<file path="config.mk">
export PLATFORM = sky130hd
export DESIGN_NAME = mfw_median
export DESIGN_NICKNAME = d
export VERILOG_FILES = /design/src/hdl/mfw_pkg.sv /design/src/hdl/mfw_median.sv
export VERILOG_INCLUDE_DIRS = /design/src /design/src/hdl
export SDC_FILE = /design/constraint.sdc
export NUM_CORES = 1
export LEC_CHECK = 0
export BUFFER_PORTS_ARGS = -buffer_cell sky130_fd_sc_hd__buf_2
export CELL_PAD_IN_SITES_DETAIL_PLACEMENT = 0
export CELL_PAD_IN_SITES_GLOBAL_PLACEMENT = 1
export CORE_UTILIZATION = 47
export CTS_BUF_LIST = sky130_fd_sc_hd__clkbuf_8
export DETAILED_ROUTE_END_ITERATION = 6
export GPL_TIMING_DRIVEN = 0
export MAX_ROUTING_LAYER = met4
export PLACE_DENSITY = 0.95
export SLEW_MARGIN = 20
export SYNTH_ARGS = -nofsm -noshare
export SYNTH_HDL_FRONTEND = slang
export SYNTH_SLANG_ARGS = --single-unit
</file>
<file path="constraint.sdc">
create_clock -name i_clk -period 8.9 [get_ports i_clk]
set_input_delay 0.445 -clock i_clk [delete_from_list [all_inputs] [get_ports i_clk]]
set_output_delay 0.445 -clock i_clk [all_outputs]
set_load 0.005 [all_outputs]
</file>
<file path="src/hdl/median_filter_window_unit_defines.svh">
// ----------------------------------------------------------------------------
// Median filter window unit: assertion macros
// Shared concurrent check forms for the median filter window unit modules.
// ----------------------------------------------------------------------------
`ifndef MEDIAN_FILTER_WINDOW_UNIT_DEFINES_SVH
`define MEDIAN_FILTER_WINDOW_UNIT_DEFINES_SVH

// Check on every clock edge outside reset.
`define MFW_ASSERT(lbl, prop, msg) \
    lbl: assert property (@(posedge i_clk) disable iff (!i_rst_n) (prop)) else $error(msg);

// Check on every clock edge, reset included.
`define MFW_ASSERT_ALWAYS(lbl, prop, msg) \
    lbl: assert property (@(posedge i_clk) (prop)) else $error(msg);

`endif

</file>
<file path="src/hdl/mfw_pkg.sv">
// ----------------------------------------------------------------------------
// mfw_pkg
// Window geometry, field widths, register codes and shared types for the
// median filter window unit.
// ----------------------------------------------------------------------------
`timescale 1ns / 1ps
`default_nettype none

package mfw_pkg;

    // Window and frame geometry
    localparam int WIN_W      = 3;
    localparam int WIN_H      = 3;
    localparam int WIN_N      = WIN_W * WIN_H;
    localparam int MED_IDX    = WIN_N / 2;
    localparam int MAX_WIDTH  = 1024;
    localparam int MAX_HEIGHT = 1024;

    // Field widths
    localparam int PIX_W = 16;
    localparam int CRD_W = 10;
    localparam int CFG_W = 11;

    // Internal widths
    localparam int COL_W  = $clog2(MAX_WIDTH);
    localparam int ROW_W  = $clog2(MAX_HEIGHT);
    localparam int CNT_W  = $clog2(MAX_WIDTH + 1);
    localparam int WD_W   = (CFG_W > CNT_W) ? CFG_W : CNT_W;
    localparam int HT_W   = (CFG_W > $clog2(MAX_HEIGHT + 1)) ? CFG_W : $clog2(MAX_HEIGHT + 1);
    localparam int RANK_W = $clog2(WIN_N);

    // Centre offsets from the newest window corner
    localparam int ROW_OFS = (WIN_H - 1) - (WIN_H / 2);
    localparam int COL_OFS = (WIN_W - 1) - (WIN_W / 2);

    // Configuration registers
    localparam int CFG_IDX_W = 1;
    typedef enum logic [CFG_IDX_W-1:0] {
        CFG_FRAME_WIDTH  = 1'b0,
        CFG_FRAME_HEIGHT = 1'b1
    } t_cfg_idx;

    localparam logic [CFG_W-1:0] FRAME_WIDTH_RST  = CFG_W'(372);
    localparam logic [CFG_W-1:0] FRAME_HEIGHT_RST = CFG_W'(372);

    typedef logic [PIX_W-1:0]            t_pix;
    typedef logic [WIN_N-1:0][PIX_W-1:0] t_win;

    // Position of one beat in the frame, from the scan counters
    typedef struct packed {
        logic [COL_W-1:0] col;
        logic [ROW_W-1:0] row;
        logic             last;
        logic             emit;
    } t_pos;

    // Side data that travels with a median
    typedef struct packed {
        logic [CRD_W-1:0] crow;
        logic [CRD_W-1:0] ccol;
        logic             last;
    } t_res;

endpackage

`default_nettype wire

</file>
<file path="src/hdl/mfw_median.sv">
// ----------------------------------------------------------------------------
// mfw_median
// Median select and result register: rank every window entry by parallel
// compares and register the entry whose rank is the middle one.
// ----------------------------------------------------------------------------
`timescale 1ns / 1ps
`default_nettype none
`include "median_filter_window_unit_defines.svh"

module mfw_median
    import mfw_pkg::*;
(
    input  wire logic i_clk,
    input  wire logic i_rst_n,
    input  wire logic i_valid,
    input  wire t_win i_win,
    input  wire t_res i_res,
    input  wire logic i_take,
    output logic      o_ready,
    output logic      o_valid,
    output t_pix      o_median,
    output t_res      o_res
);

    logic [RANK_W-1:0] rank [WIN_N];
    logic [WIN_N-1:0]  sel;
    t_pix              median;
    logic              r_valid;
    t_pix              r_median;
    t_res              r_res;

    // Stable rank: smaller values, and equal values that come earlier
    always_comb begin
        median = '0;
        for (int i = 0; i < WIN_N; i++) begin
            rank[i] = '0;
            for (int j = 0; j < WIN_N; j++) begin
                if (j < i) begin
                    if (i_win[j] <= i_win[i]) begin
                        rank[i] = rank[i] + RANK_W'(1);
                    end
                end else if (j > i) begin
                    if (i_win[j] < i_win[i]) begin
                        rank[i] = rank[i] + RANK_W'(1);
                    end
                end
            end
            sel[i] = (rank[i] == RANK_W'(MED_IDX));
            median = median | (sel[i] ? i_win[i] : '0);
        end
    end

    assign o_ready = !r_valid || i_take;

    // Result register
    always_ff @(posedge i_clk) begin
        if (!i_rst_n) begin
            r_valid <= 1'b0;
        end else if (o_ready) begin
            r_valid <= i_valid;
        end
    end

    always_ff @(posedge i_clk) begin
        if (o_ready && i_valid) begin
            r_median <= median;
            r_res    <= i_res;
        end
    end

    assign o_valid  = r_valid;
    assign o_median = r_median;
    assign o_res    = r_res;

    // Only a full window is checked; partial windows may hold unwritten line data
    `MFW_ASSERT(a_one_median, i_valid |-> $onehot(sel), "median rank select is not one-hot")

endmodule

`default_nettype wire

</file>
======== Yosys cells after proc, flatten, opt, wreduce, memory -nomap -nowiden ========
Cells that the tools add are included.
word-level totals
  register bits ........................... 38
  output and inout bits ................... 39
  word-level logic and storage cells ...... 241
cells by class
  $add $sub $neg .......................... 63
  magnitude comparators ................... 72
  equality and inequality tests ........... 9
  muxes and demuxes ....................... 81
  bitwise gates (word level) .............. 8
  reductions and logical operators ........ 3
operators with widths
  cell                                                 count
  less-or-equal comparator 16 bit                      36
  less-than comparator 16 bit                          36
  adder 4 x 1 -> 4 bit, second input constant          63
  two-way mux 4 bit                                    63
  two-way mux 16 bit                                   9
  OR 16 bit                                            8
  equality test 4 x 3 -> 1 bit, second input constant  9
  two-way mux 1 bit                                    9
  logical AND 1 bit                                    1
  logical NOT 1 bit                                    1
  logical OR 1 bit                                     1

======== Logic depth before layout (Yosys ltp) ========
  depth in word-level cells ............... 26
  mapped depth ............................ 40
  mapped depth without buffers ............ 38

======== Worst setup path after synthesis ========
OpenSTA, ideal clock, no wires.
  kind .................................... input-to-reg
  start point ............................. input port i_win[101] (netlist name)
  end point ............................... register r_median[14], in the netlist o_median[14] (data pin)
  setup time .............................. 0.269 ns
  arrival ................................. 7.734 ns
  path slack .............................. 0.897 ns
  cell stages on the path ................. 38
  buffers on the path ..................... 2
  path through ............................ inv_1 > ha_1 > a21o_1 > a21o_1 > a21o_1 > a2111o_1 > nand2_1 > inv_1 > ha_1 > or4_1 > o31ai_1 > or2_2 > ha_1 > nor4b_1 > a31o_2 > nor2_1 > a21oi_1 > ha_1 > [2 not listed] > ha_1 > inv_1 > nor2_1 > a31o_2 > a31oi_1 > inv_1 > ha_1 > clkbuf_1 > inv_1 > a2bb2o_1 > nor4_1 > or3_1 > o21ai_1 > o21bai_2 > buf_2 > a21oi_1 > a2111oi_0 > nand2_1
between the ends
  word-level cells in the longest chain between the ends .. 21
  elaborated cells between the ends (all ways) .. 93
  classes of those cells .................. 21 x add/sub; 16 x order compare; 9 x eq/ne; 39 x mux; 8 x bitwise
ends and longest elaborated chain
  item                             line              source
  start, declared                  mfw_median.sv:16  input wire t_win i_win,
  less-or-equal comparator 16 bit  mfw_median.sv:39  if (i_win[j] <= i_win[i]) begin
  two-way mux 1 bit                mfw_median.sv:39
  adder 4 x 1 -> 4 bit             mfw_median.sv:40  rank[i] = rank[i] + RANK_W'(1);
  two-way mux 4 bit                mfw_median.sv:39
  adder 4 x 1 -> 4 bit             mfw_median.sv:40
  two-way mux 4 bit                mfw_median.sv:39
  adder 4 x 1 -> 4 bit             mfw_median.sv:40
  two-way mux 4 bit                mfw_median.sv:39
  [5 not listed]                   n/a
  two-way mux 4 bit                mfw_median.sv:43  if (i_win[j] < i_win[i]) begin
  adder 4 x 1 -> 4 bit             mfw_median.sv:44  rank[i] = rank[i] + RANK_W'(1);
  two-way mux 4 bit                mfw_median.sv:43
  equality test 4 x 3 -> 1 bit     mfw_median.sv:48  sel[i] = (rank[i] == RANK_W'(MED_IDX));
  two-way mux 16 bit               mfw_median.sv:49  median = median | (sel[i] ? i_win[i] : '0);
  OR 16 bit (2 in series)          mfw_median.sv:49
  OR 16 bit (*)                    mfw_median.sv:49
  named net median[14]             mfw_median.sv:27  t_pix median;
  end signal, assigned             mfw_median.sv:66  r_median <= median;
  end, declared                    mfw_median.sv:29  t_pix r_median;
The timed path passes the listed nets; every way through them passes the cells marked *.
A chain may end at the register's enable or synchronous reset.

======== Final worst setup path ========
  start point ............................. input port i_win[107] (netlist name)
  end point ............................... register r_median[11], in the netlist o_median[11] (data pin)
The elaborated chain is that of the path after synthesis.

==> results_dict.tcl <==
set metrics [dict create \
    synth.area.top_cells "ha_1 38%, a21oi_1 5.5%, edfxtp_1 5.4%" \
    outcome "finished, final reports clean" \
    crit_arrival_ns 8.78 \
    vias 22900 \
    die_width_um 212 \
    fin_crit_ns 8.74 \
    postRouteAntennaNets 0 \
    startpoint "i_win[107]" \
    ys_warn_count 0 \
    synth_top_area_share 0.384 \
    area.growth.synth_to_final_pct 10.4 \
    yosysSeqAreaShare 0.0545 \
    critPathTopFamily "compound AO/OA/AOI/OAI gates" \
    syn_area_per_cell_sq_um 8.07 \
    grt_pass1_wl_um 138000 \
    syn_area_sq_um 20800 \
    yosys_most_used_dff "edfxtp_1" \
    ios 208 \
    clk_pin_slew_ns 0.09 \
    min_path_type "input port to register" \
    use_met2 0.654 \
    fin_area_sq_um 22900 \
    drt-initial-drc-count 2304 \
    relSlewSlack 0.220 \
    grt_pass1_vias 22200 \
    cts_tree "done" \
    grt-ovfl-total 0 \
    dpl_cell_area_sq_um 22600 \
    via_per_inst 6.78 \
    busiest_layer "met2" \
    power_leakage_nw 10.9 \
    grtUsageMet3 0.0648 \
    io_buffers 207 \
    clockBufferDepth 2 \
    die_y_um 212 \
    dieArea_sq_um 45000 \
    slew_violations 0 \
    drt-wirelength-per-cell_um 28.3 \
    min-delay-start "i_res[0]" \
    vdd_drop_max_mv 0.154 \
    gp_congestion 1.15 \
    nNetsFinal 3600 \
    final.setup.tns_ns 0 \
    cp.required_ns 8.94 \
    max_stage_delay_ns 0.55 \
    cts_buffers 5 \
    setup_violations 0 \
    r2r_start "o_valid" \
    place_hpwl_um 80600 \
    synth.most_common_cell "ha_1" \
    synthCells 2572 \
    synth_commonest_cells "637 x ha_1, 230 x a21oi_1, 227 x nand2_1" \
    first_pass_iters 5 \
    fmax_ghz 0.114 \
    register_area_sq_um 1130 \
    track_usage 0.432 \
    crit_top_cell "ha_1" \
    async_reset_ff_frac 0 \
    clock_latency_ns 0.33 \
    setup.worst_path.start_class "input port" \
    start_util 0.479 \
    synth_top_cell_by_area "ha_1" \
    n_fill_cell 4164 \
    max_cap_violations 0 \
    cts_root_buffer "clkbuf_8" \
    antenna_found_initial 1 \
    fp.coreArea_sq_um 43400 \
    row_count 76 \
    worst_pin_slew_ns 1.16 \
    drc_errors 0 \
    hold_violations 0 \
    cp_max_fo 10 \
    cp_num_buf_inv 7 \
    postCtsHoldBufs 0 \
    p_per_area_nw_per_um2 182 \
    clock_sinks 38 \
    synth_fp_nets 3378 \
    multi_input_comb_area_sq_um 18800 \
    cpMaxStageDelayCell "or4_1" \
    h-tree-depth 2 \
    fin_worst_skew_ns 0.0121 \
    worst_setup_path_end_kind "register" \
    wl_um 95700 \
    synth_cell_types 112 \
    fin_crit_sh 0.982 \
    p_total_mw 4.17 \
    drive_gt1_frac 0.126 \
    worstSetupPathType "input port to register" \
    synth_edf_count 37 \
    grt_start_max_net_pins 31 \
    ys_seq_elements 38 \
    use_met1 0.521 \
]
## cell type report
type / count / share of cell area
plain buffers: 39 / 0.00939
clock inverters: 3 / 0.00197
inverters: 203 / 0.0337
multi-input cells: 2291 / 0.822
flip-flops and latches: 38 / 0.0494
well taps: 585 / 0.0319
repair buffers: 216 / 0.0487
diodes: 2 / 0.000218
clock buffers: 5 / 0.00300
## cell families (layout without fill, tap and decap cells)
logic type / count (synthesis) / in the layout / synth area share
fa+ha+maj: 637 / 637 / 0.384
buf+inv: 243 / 466 / 0.0469
xor+xnor: 93 / 93 / 0.0568
compound gates: 714 / 714 / 0.233
simple gates: 824 / 824 / 0.213
other cells: 0 / 2 / 0
flops: 38 / 38 / 0.0545
mux: 23 / 23 / 0.0124
## power by group
| part | switching (mW) | total, mW | internal [mW] |
|---|---|---|---|
| Clock | 0.0770 | 0.161 | 0.0835 |
| Combinational | 2.30 | 3.68 | 1.38 |
| Sequential | 0.0229 | 0.323 | 0.300 |
| Total | 2.40 | 4.17 | 1.76 |
## cell usage in the layout, fill, tap and decap left out, drive strengths merged, types with 9 or more instances in the layout
| master | instances |
|---|---|
| ha | 637 |
| buf | 237 |
| a21oi | 232 |
| nand2 | 229 |
| inv | 200 |
| nand4 | 141 |
| o21ai | 107 |
| nor2 | 103 |
| nor3 | 77 |
| o211ai | 54 |
| xnor2 | 54 |
| nand3 | 50 |
| a21o | 43 |
| nor4 | 43 |
| nor2b | 38 |
| edfxtp | 37 |
| a2111oi | 37 |
| a211oi | 28 |
| o31ai | 28 |
| nand2b | 27 |
| o21a | 25 |
| and4 | 24 |
| clkbuf | 23 |
| xor2 | 21 |
| and2 | 20 |
| a31oi | 19 |
| o221ai | 18 |
| xnor3 | 18 |
| and3 | 15 |
| mux2i | 15 |
| a211o | 12 |
| or4 | 12 |
| a21boi | 11 |
| or2 | 11 |
| or3 | 10 |
| o21bai | 9 |
## stage by stage
step                      hold slack [ns]  utilization  setup slack (ns)  instances
after floorplan                     0.537            -             0.897       2572
after global placement              0.504        0.520             -1.34       3364
after detailed placement            0.517        0.520             -1.37       3365
after CTS                           0.292        0.525            0.0226       3375
after global routing                0.289        0.528           -0.0171       3381
final                               0.296        0.529             0.160       3382
## worst paths after layout
check                                     to  slack (ns)  depth (start not counted)
worst min-delay path                o_res[0]        0.30                          1
worst min register to register       o_valid        0.53                          2
worst max-delay path            o_median[11]        0.16                         38
worst max register to register  o_median[11]        7.62                          3
## repair_timing
action | 4_1_cts | 5_1_grt
pin swaps | 1 | 6
setup endpoints to repair | 16 | 16
buffers inserted | 2 | 6
resized for setup | 10 | 29
## sequential cells by signal, indices dropped and copies added, names as in the netlist
| signal | flops |
|---|---|
| o_res | 21 |
| o_valid | 1 |
| o_median | 16 |
## metal layers
layer,vias up,part of all wire,wire length [um]
met3,278,0.083,7950
met4,0,0.087,8310
met2,1190,0.43,41000
met1,11000,0.40,38400
met5,-,0,0
li1,10500,-,-
(Power assumes the default switching activity.)
