**config.mk**
```make
export PLATFORM = sky130hd
export DESIGN_NAME = mfw_scan
export DESIGN_NICKNAME = d
export VERILOG_FILES = /design/src/hdl/mfw_pkg.sv /design/src/hdl/mfw_scan.sv
export VERILOG_INCLUDE_DIRS = /design/src /design/src/hdl
export SDC_FILE = /design/constraint.sdc
export NUM_CORES = 1
export LEC_CHECK = 0
export ABC_AREA = 1
export ABC_CLOCK_PERIOD_IN_PS = 7000
export BUFFER_PORTS_ARGS = -buffer_cell sky130_fd_sc_hd__buf_2
export CAP_MARGIN = 20
export CORE_ASPECT_RATIO = 0.8
export CORE_MARGIN = 2
export CORE_UTILIZATION = 50
export DETAILED_ROUTE_END_ITERATION = 7
export PLACE_DENSITY_LB_ADDON = 0.05
export SYNTH_ARGS = -nofsm -noshare
export SYNTH_HDL_FRONTEND = slang
export SYNTH_SLANG_ARGS = --single-unit
export TNS_END_PERCENT = 10
```
**constraint.sdc**
```tcl
create_clock -name i_clk -period 7 [get_ports i_clk]
set_clock_uncertainty 0.1 [all_clocks]
set_input_delay 0.7 -clock i_clk [delete_from_list [all_inputs] [get_ports i_clk]]
set_output_delay 0.7 -clock i_clk [all_outputs]
set_load 0.02 [all_outputs]
```
**src/hdl/median_filter_window_unit_defines.svh**
```systemverilog
// ----------------------------------------------------------------------------
// Median filter window unit: assertion macros
// Shared concurrent check forms for the median filter window unit modules.
// ----------------------------------------------------------------------------
`ifndef MEDIAN_FILTER_WINDOW_UNIT_DEFINES_SVH
`define MEDIAN_FILTER_WINDOW_UNIT_DEFINES_SVH

// Check on every clock edge outside reset.
`define MFW_ASSERT(lbl, prop, msg) \
    lbl: assert property (@(posedge i_clk) disable iff (!i_rst_n) (prop)) else $error(msg);

// Check on every clock edge, reset included.
`define MFW_ASSERT_ALWAYS(lbl, prop, msg) \
    lbl: assert property (@(posedge i_clk) (prop)) else $error(msg);

`endif

```
**src/hdl/mfw_pkg.sv**
```systemverilog
// ----------------------------------------------------------------------------
// mfw_pkg
// Window geometry, field widths, register codes and shared types for the
// median filter window unit.
// ----------------------------------------------------------------------------
`timescale 1ns / 1ps
`default_nettype none

package mfw_pkg;

    // Window and frame geometry
    localparam int WIN_W      = 3;
    localparam int WIN_H      = 3;
    localparam int WIN_N      = WIN_W * WIN_H;
    localparam int MED_IDX    = WIN_N / 2;
    localparam int MAX_WIDTH  = 1024;
    localparam int MAX_HEIGHT = 1024;

    // Field widths
    localparam int PIX_W = 16;
    localparam int CRD_W = 10;
    localparam int CFG_W = 11;

    // Internal widths
    localparam int COL_W  = $clog2(MAX_WIDTH);
    localparam int ROW_W  = $clog2(MAX_HEIGHT);
    localparam int CNT_W  = $clog2(MAX_WIDTH + 1);
    localparam int WD_W   = (CFG_W > CNT_W) ? CFG_W : CNT_W;
    localparam int HT_W   = (CFG_W > $clog2(MAX_HEIGHT + 1)) ? CFG_W : $clog2(MAX_HEIGHT + 1);
    localparam int RANK_W = $clog2(WIN_N);

    // Centre offsets from the newest window corner
    localparam int ROW_OFS = (WIN_H - 1) - (WIN_H / 2);
    localparam int COL_OFS = (WIN_W - 1) - (WIN_W / 2);

    // Configuration registers
    localparam int CFG_IDX_W = 1;
    typedef enum logic [CFG_IDX_W-1:0] {
        CFG_FRAME_WIDTH  = 1'b0,
        CFG_FRAME_HEIGHT = 1'b1
    } t_cfg_idx;

    localparam logic [CFG_W-1:0] FRAME_WIDTH_RST  = CFG_W'(372);
    localparam logic [CFG_W-1:0] FRAME_HEIGHT_RST = CFG_W'(372);

    typedef logic [PIX_W-1:0]            t_pix;
    typedef logic [WIN_N-1:0][PIX_W-1:0] t_win;

    // Position of one beat in the frame, from the scan counters
    typedef struct packed {
        logic [COL_W-1:0] col;
        logic [ROW_W-1:0] row;
        logic             last;
        logic             emit;
    } t_pos;

    // Side data that travels with a median
    typedef struct packed {
        logic [CRD_W-1:0] crow;
        logic [CRD_W-1:0] ccol;
        logic             last;
    } t_res;

endpackage

`default_nettype wire

```
**src/hdl/mfw_scan.sv**
```systemverilog
// ----------------------------------------------------------------------------
// mfw_scan
// Raster position counters: place each accepted beat in the frame, flag
// the last pixel and whether a full window ends at it.
// ----------------------------------------------------------------------------
`timescale 1ns / 1ps
`default_nettype none
`include "median_filter_window_unit_defines.svh"

module mfw_scan
    import mfw_pkg::*;
(
    input  wire logic             i_clk,
    input  wire logic             i_rst_n,
    input  wire logic [CFG_W-1:0] i_frame_width,
    input  wire logic [CFG_W-1:0] i_frame_height,
    input  wire logic             i_frame_start,
    input  wire logic             i_accept,
    output t_pos                  o_pos
);

    logic [CNT_W-1:0] r_col_count;
    logic [ROW_W-1:0] r_row_count;
    logic [CNT_W-1:0] n_col_count;
    logic [ROW_W-1:0] n_row_count;

    logic [WD_W-1:0] ew;
    logic [HT_W-1:0] eh;
    logic [WD_W-1:0] cs;
    logic [WD_W-1:0] c;
    logic [HT_W-1:0] rs;
    logic [HT_W-1:0] r1;
    logic [HT_W-1:0] r;
    logic            last;

    // Clamp the frame size registers
    always_comb begin
        if (i_frame_width == '0) begin
            ew = WD_W'(1);
        end else if (WD_W'(i_frame_width) > WD_W'(MAX_WIDTH)) begin
            ew = WD_W'(MAX_WIDTH);
        end else begin
            ew = WD_W'(i_frame_width);
        end
        if (i_frame_height == '0) begin
            eh = HT_W'(1);
        end else if (HT_W'(i_frame_height) > HT_W'(MAX_HEIGHT)) begin
            eh = HT_W'(MAX_HEIGHT);
        end else begin
            eh = HT_W'(i_frame_height);
        end
    end

    // Resolve the position of this beat: frame start, line end, frame wrap
    always_comb begin
        cs = i_frame_start ? '0 : WD_W'(r_col_count);
        rs = i_frame_start ? '0 : HT_W'(r_row_count);
        if (cs >= ew) begin
            c  = '0;
            r1 = rs + HT_W'(1);
        end else begin
            c  = cs;
            r1 = rs;
        end
        r    = (r1 >= eh) ? '0 : r1;
        last = (r + HT_W'(1) == eh) && (c + WD_W'(1) == ew);

        o_pos.col  = COL_W'(c);
        o_pos.row  = ROW_W'(r);
        o_pos.last = last;
        o_pos.emit = (r >= HT_W'(WIN_H - 1)) && (c >= WD_W'(WIN_W - 1));

        n_col_count = last ? '0 : CNT_W'(c + WD_W'(1));
        n_row_count = last ? '0 : ROW_W'(r);
    end

    // Advance the counters on each accepted beat
    always_ff @(posedge i_clk) begin
        if (!i_rst_n) begin
            r_col_count <= '0;
            r_row_count <= '0;
        end else if (i_accept) begin
            r_col_count <= n_col_count;
            r_row_count <= n_row_count;
        end
    end

    `MFW_ASSERT(a_last_wraps, (i_accept && o_pos.last) |=> (r_col_count == '0 && r_row_count == '0), "counters did not wrap after the last pixel")

endmodule

`default_nettype wire

```
[Word level (Yosys, flattened, before mapping)]
Cells that the tools add are included.
Widths: inputs -> output; s select.
Cells by class
  order comparisons: 6
  add/sub/neg operators: 3
  equality and inequality tests: 2
  reduce and logical (&&, ||, !) cells: 4
  multiplexer cells: 11
Operators with widths (number)
  $mux 11: 9
  $add 11x1->11 const B: 2
  $eq 11x11->1: 2
  $ge 11x11->1: 2
  $ge 11x2->1 const B: 2
  $gt 11x11->1 const B: 2
  $logic_not 11->1: 2
  $mux 10: 2
  $add 10x1->11 const B: 1
  $logic_and 1x1->1: 2
Word-level totals
  register bits: 21
  logic and storage cells: 28
  output and inout bits: 22

[Depth between registers and ports, before layout]
  word-level depth: 11
  depth in mapped cells: 42
  gate-level depth less buffers: 39

[Worst setup path before layout]
Ideal clock, no wire load.
  kind: input to output
  start point: in i_frame_width[6]
  end point: out o_pos[1] in the netlist's numbering
  stages: 39
  slack: 0.905 ns
  data required time: 6.200 ns
  path buffers: 3
  arrival time: 5.295 ns
  cells stage by stage: nor2_1 nand3_1 nor2_1 a21oi_1 inv_1 nand2_1 ha_1 nand2_1 inv_1 nand2_1 nand2_1 nand2_1 nand2_4 nor2_8 buf_6 o21ai_0 nand2_1 inv_1 (+3 left out) nand3_1 nand2_1 nor2_4 buf_6 inv_2 nor2_1 ha_1 inv_1 xor2_1 nand2_1 nor2_1 nand3_1 nor3_1 nand4_1 nor3_1 nand2_1 nor2_1 buf_4
RTL lines
  start, declared: line mfw_scan.sv:15  | input wire logic [CFG_W-1:0] i_frame_width,
  end, declared: line mfw_scan.sv:19  | output t_pos o_pos

==> qor_table.md <==
| Metric | Value |
| --- | --- |
| Via/cell ratio | 5.28 |
| Horiz. Die Dim | 100 um |
| Unrepaired setup endpoints after global routing | false |
| Kind of start point of the critical path | primary input |
| Clock input transition at the sequential cells of the worst setup and hold paths | 0.08 ns |
| Path depth of the worst reg2reg path | 36 |
| FF-to-FF End | r_row_count[1] |
| Number of buffers between clock root and the deepest sink | 2 |
| Maximum number of pins on one net before global-route repair | 43 |
| Most frequent cells in the layout | sky130_fd_sc_hd__nand2_1 (209), sky130_fd_sc_hd__inv_1 (87), sky130_fd_sc_hd__nor2_1 (80) |
| TritonCTS clock tree | built |
| # nets final | 758 |
| Cell occurring most often along the worst timing path | sky130_fd_sc_hd__nand2_1 |
| Critical path data required time | 6.20 ns |
| CP Data Arrival Time | 5.48 ns |
| CTS root buf | sky130_fd_sc_hd__clkbuf_8 |
| Max VDD drop | 0.115 mV |
| Sink of the worst hold path | r_col_count[0] |
| Post-Syn Nets | 711 |
| Most common cell after layout, fill and taps aside | sky130_fd_sc_hd__nand2_1 |
| Initial core utilization | 50.9% |
| Share of flip-flops with an asynchronous set or reset | 0% |
| Top cell type by total area after synthesis | sky130_fd_sc_hd__nand2_1 |
| Synth cell types | 40 |
| Max-slew violation count | 0 |
| Number of buffers inserted by port buffering | 47 |
| Hold WC Path Type | reg -> reg |
| Total track usage | 28.1% |
| Post-route DRC violation count | 0 |
| Leakage power total | 0.00222 uW |
| Startpoint of the lowest-slack hold path | r_col_count[0] |
| GPL Wtd Cong | 0.969 |
| Area of the core region | 7290 um^2 |
| Vias | 4190 |
| Clock net sink count | 21 |
| Cells on Worst Hold Path | 2 |
| Register bit count reported by yosys | 21 |
| Post-synth EDFFs | 0 |
| Y dimension of the die | 81.1 um |
| Non-filler cells, final | 794 |
| Worst setup slack for register-to-register paths | 1.86 ns |
| Floorplan die area | 8130 um^2 |
| Final HPWL from detailed placement | 9.49 mm |
| Average footprint of a synthesized cell | 5.64 um^2 |
| Syn Inst Count | 658 |
| Antenna diode count | 0 |
| Area share of the largest cell type after synthesis | 21.1% |
| Largest stage delay on the critical path | 0.34 ns |
| Antenna violations before repair | 0 |
| Fraction of the yosys area taken by sequential cells | 11.3% |
| Slew at the pin closest to its max-slew limit | 0.822 ns |
| First-pass DRT Iterations | 5 |
| Remaining antenna violation count | 0 |
| Minimum clock period after layout | 6.28 ns |
| Pwr per Cell Area | 86.1 nW/um^2 |
| Depth of the CTS H-tree | 1 |
| Nature of the critical path endpoint | output port |
| Total CTS buffers | 3 |
| Fraction of final layout cells with drive strength greater than 1 | 20.0% |
| Largest delay contributor family on the critical path | simple AND/OR/NAND/NOR gates |
| Crit path max fanout | 10 |
| Via count of the first global-routing pass | 3640 |
| Drt initial violations | 351 |
| Master of the slowest instance on the critical path | sky130_fd_sc_hd__ha_1 |
| Synthesis warning total | 0 |
| Number of placement rows | 28 |
| Total Neg Setup Slack | 0 ns |
| Final hold viol count | 0 |
| Final setup fails | 0 |
| Layout area overhead | 9.71% |
| Maximum achievable frequency | 159 MHz |
| First-pass GRT wire length | 18.0 mm |
| Period Utilization, post-route | 89.8% |
| Prevailing post-synth register cell | sky130_fd_sc_hd__dfxtp_1 |
| Placed Cells | 785 |
| Total Wirelength | 11.3 mm |
| Max Cap Violations | 0 |
| Netlist area before placement | 3710 um^2 |
| Run status | finished clean |
| Overall overflow remaining after global route | 0 |
| FF-to-FF Start | r_col_count[6] |
| Mean routed wirelength per cell | 14.2 um |
| Relative slew margins | 45.2% |
| Number of top-level pins | 48 |
| Bufs and invs on worst path | 7 |
| Critical Setup Path Class | in -> out |
| Post-Route Hold Slack | 0.366 ns |
| Clock Latency Late Sink | 0.26 ns |
| Main area contributors after synthesis | sky130_fd_sc_hd__nand2_1 (21%), sky130_fd_sc_hd__dfxtp_1 (11%), sky130_fd_sc_hd__ha_1 (9.1%) |
-- sequential cells by signal (all words and copies together), names as in the netlist --
name         flops
r_col_count     11
r_row_count     10
-- metal layers --
metal	global-route usage, %	routed length (um)	vias up
li1	-	-	2175
met1	44.1	5770	1843
met2	40.0	4400	161
met3	4.48	1010	11
met4	4.79	127	0
met5	0	0	-
-- cell usage after synthesis, types with 2 or more instances --
master,number
sky130_fd_sc_hd__a21oi_1,20
sky130_fd_sc_hd__a21oi_2,10
sky130_fd_sc_hd__buf_6,6
sky130_fd_sc_hd__clkbuf_1,3
sky130_fd_sc_hd__dfxtp_1,21
sky130_fd_sc_hd__dlygate4sd3_1,3
sky130_fd_sc_hd__ha_1,27
sky130_fd_sc_hd__inv_1,88
sky130_fd_sc_hd__inv_2,7
sky130_fd_sc_hd__nand2_1,209
sky130_fd_sc_hd__nand2_2,28
sky130_fd_sc_hd__nand2_4,3
sky130_fd_sc_hd__nand3_1,58
sky130_fd_sc_hd__nand3_2,9
sky130_fd_sc_hd__nand3b_1,6
sky130_fd_sc_hd__nand4_1,15
sky130_fd_sc_hd__nor2_1,81
sky130_fd_sc_hd__nor2_2,10
sky130_fd_sc_hd__nor2_4,6
sky130_fd_sc_hd__nor3_1,11
sky130_fd_sc_hd__nor4_1,3
sky130_fd_sc_hd__o21ai_0,5
sky130_fd_sc_hd__o21ai_1,5
sky130_fd_sc_hd__xnor2_1,2
sky130_fd_sc_hd__xor2_1,7
-- report_power, final --
| part | switching, uW | internal [uW] | total [uW] | leakage [uW] |
|---|---|---|---|---|
| Combinational | 99.9 | 49.3 | 149 | 0.00203 |
| Clock | 38.9 | 39.6 | 78.5 | 0.0000255 |
| Sequential | 1.31 | 121 | 123 | 0.000170 |
-- worst register-to-register path: cells and delay by family, from the launching register on --
kind,cells,cell delay (ns)
AND/OR/NAND/NOR,24,2.73
adder cells (fa/ha/maj),3,0.86
buffers and inverters,6,0.56
flip-flops,1,0.38
AO/OA/AOI/OAI,2,0.20
XOR/XNOR,1,0.15
-- area by class of cell --
class,instances,area [um^2]
Tap cell,90,113
Inverter,97,367
Clock inverter,1,5.00
Multi-Input combinational cell,526,2800
Clock buffer,3,41.3
Sequential cell,21,420
Timing Repair Buffer,56,323
Fill cell,807,3220
-- worst max path at each step --
stage                     startpoint  endpoint  slack, ns  cells after the start
CTS                 i_frame_width[7]  o_pos[1]       0.40                     38
detailed placement  i_frame_width[7]  o_pos[1]       0.41                     38
global placement    i_frame_width[6]  o_pos[1]       0.62                     38
finish              i_frame_width[6]  o_pos[1]       0.72                     37
global route        i_frame_width[7]  o_pos[1]       0.09                     38
floorplan           i_frame_width[6]  o_pos[1]       0.90                     39
-- kinds of logic after synthesis --
group | after synthesis | share of synthesized area (%)
AND/OR/NAND/NOR | 444 | 56.2
buffers and inverters | 112 | 13.5
AO/OA/AOI/OAI | 45 | 7.69
adder cells (fa/ha/maj) | 27 | 9.10
flip-flops | 21 | 11.3
XOR/XNOR | 9 | 2.12
-- through the flow --
stage	setup WS, ns	util (%)	area, um^2	total power [uW]
floorplan	0.905	-	3710	233
global placement	0.620	54.4	3960	267
detailed placement	0.413	54.4	3960	268
CTS	0.404	55.0	4010	348
global route	0.0870	55.9	4070	378
finish	0.716	55.9	4070	350
-- what timing repair did --
action,4_1_cts,5_1_grt
hold buffers,0,0
setup endpoints to repair,0,1
gates resized for setup,0,2
buffers inserted,0,3
No activity file was read; power rests on OpenSTA's default activity.
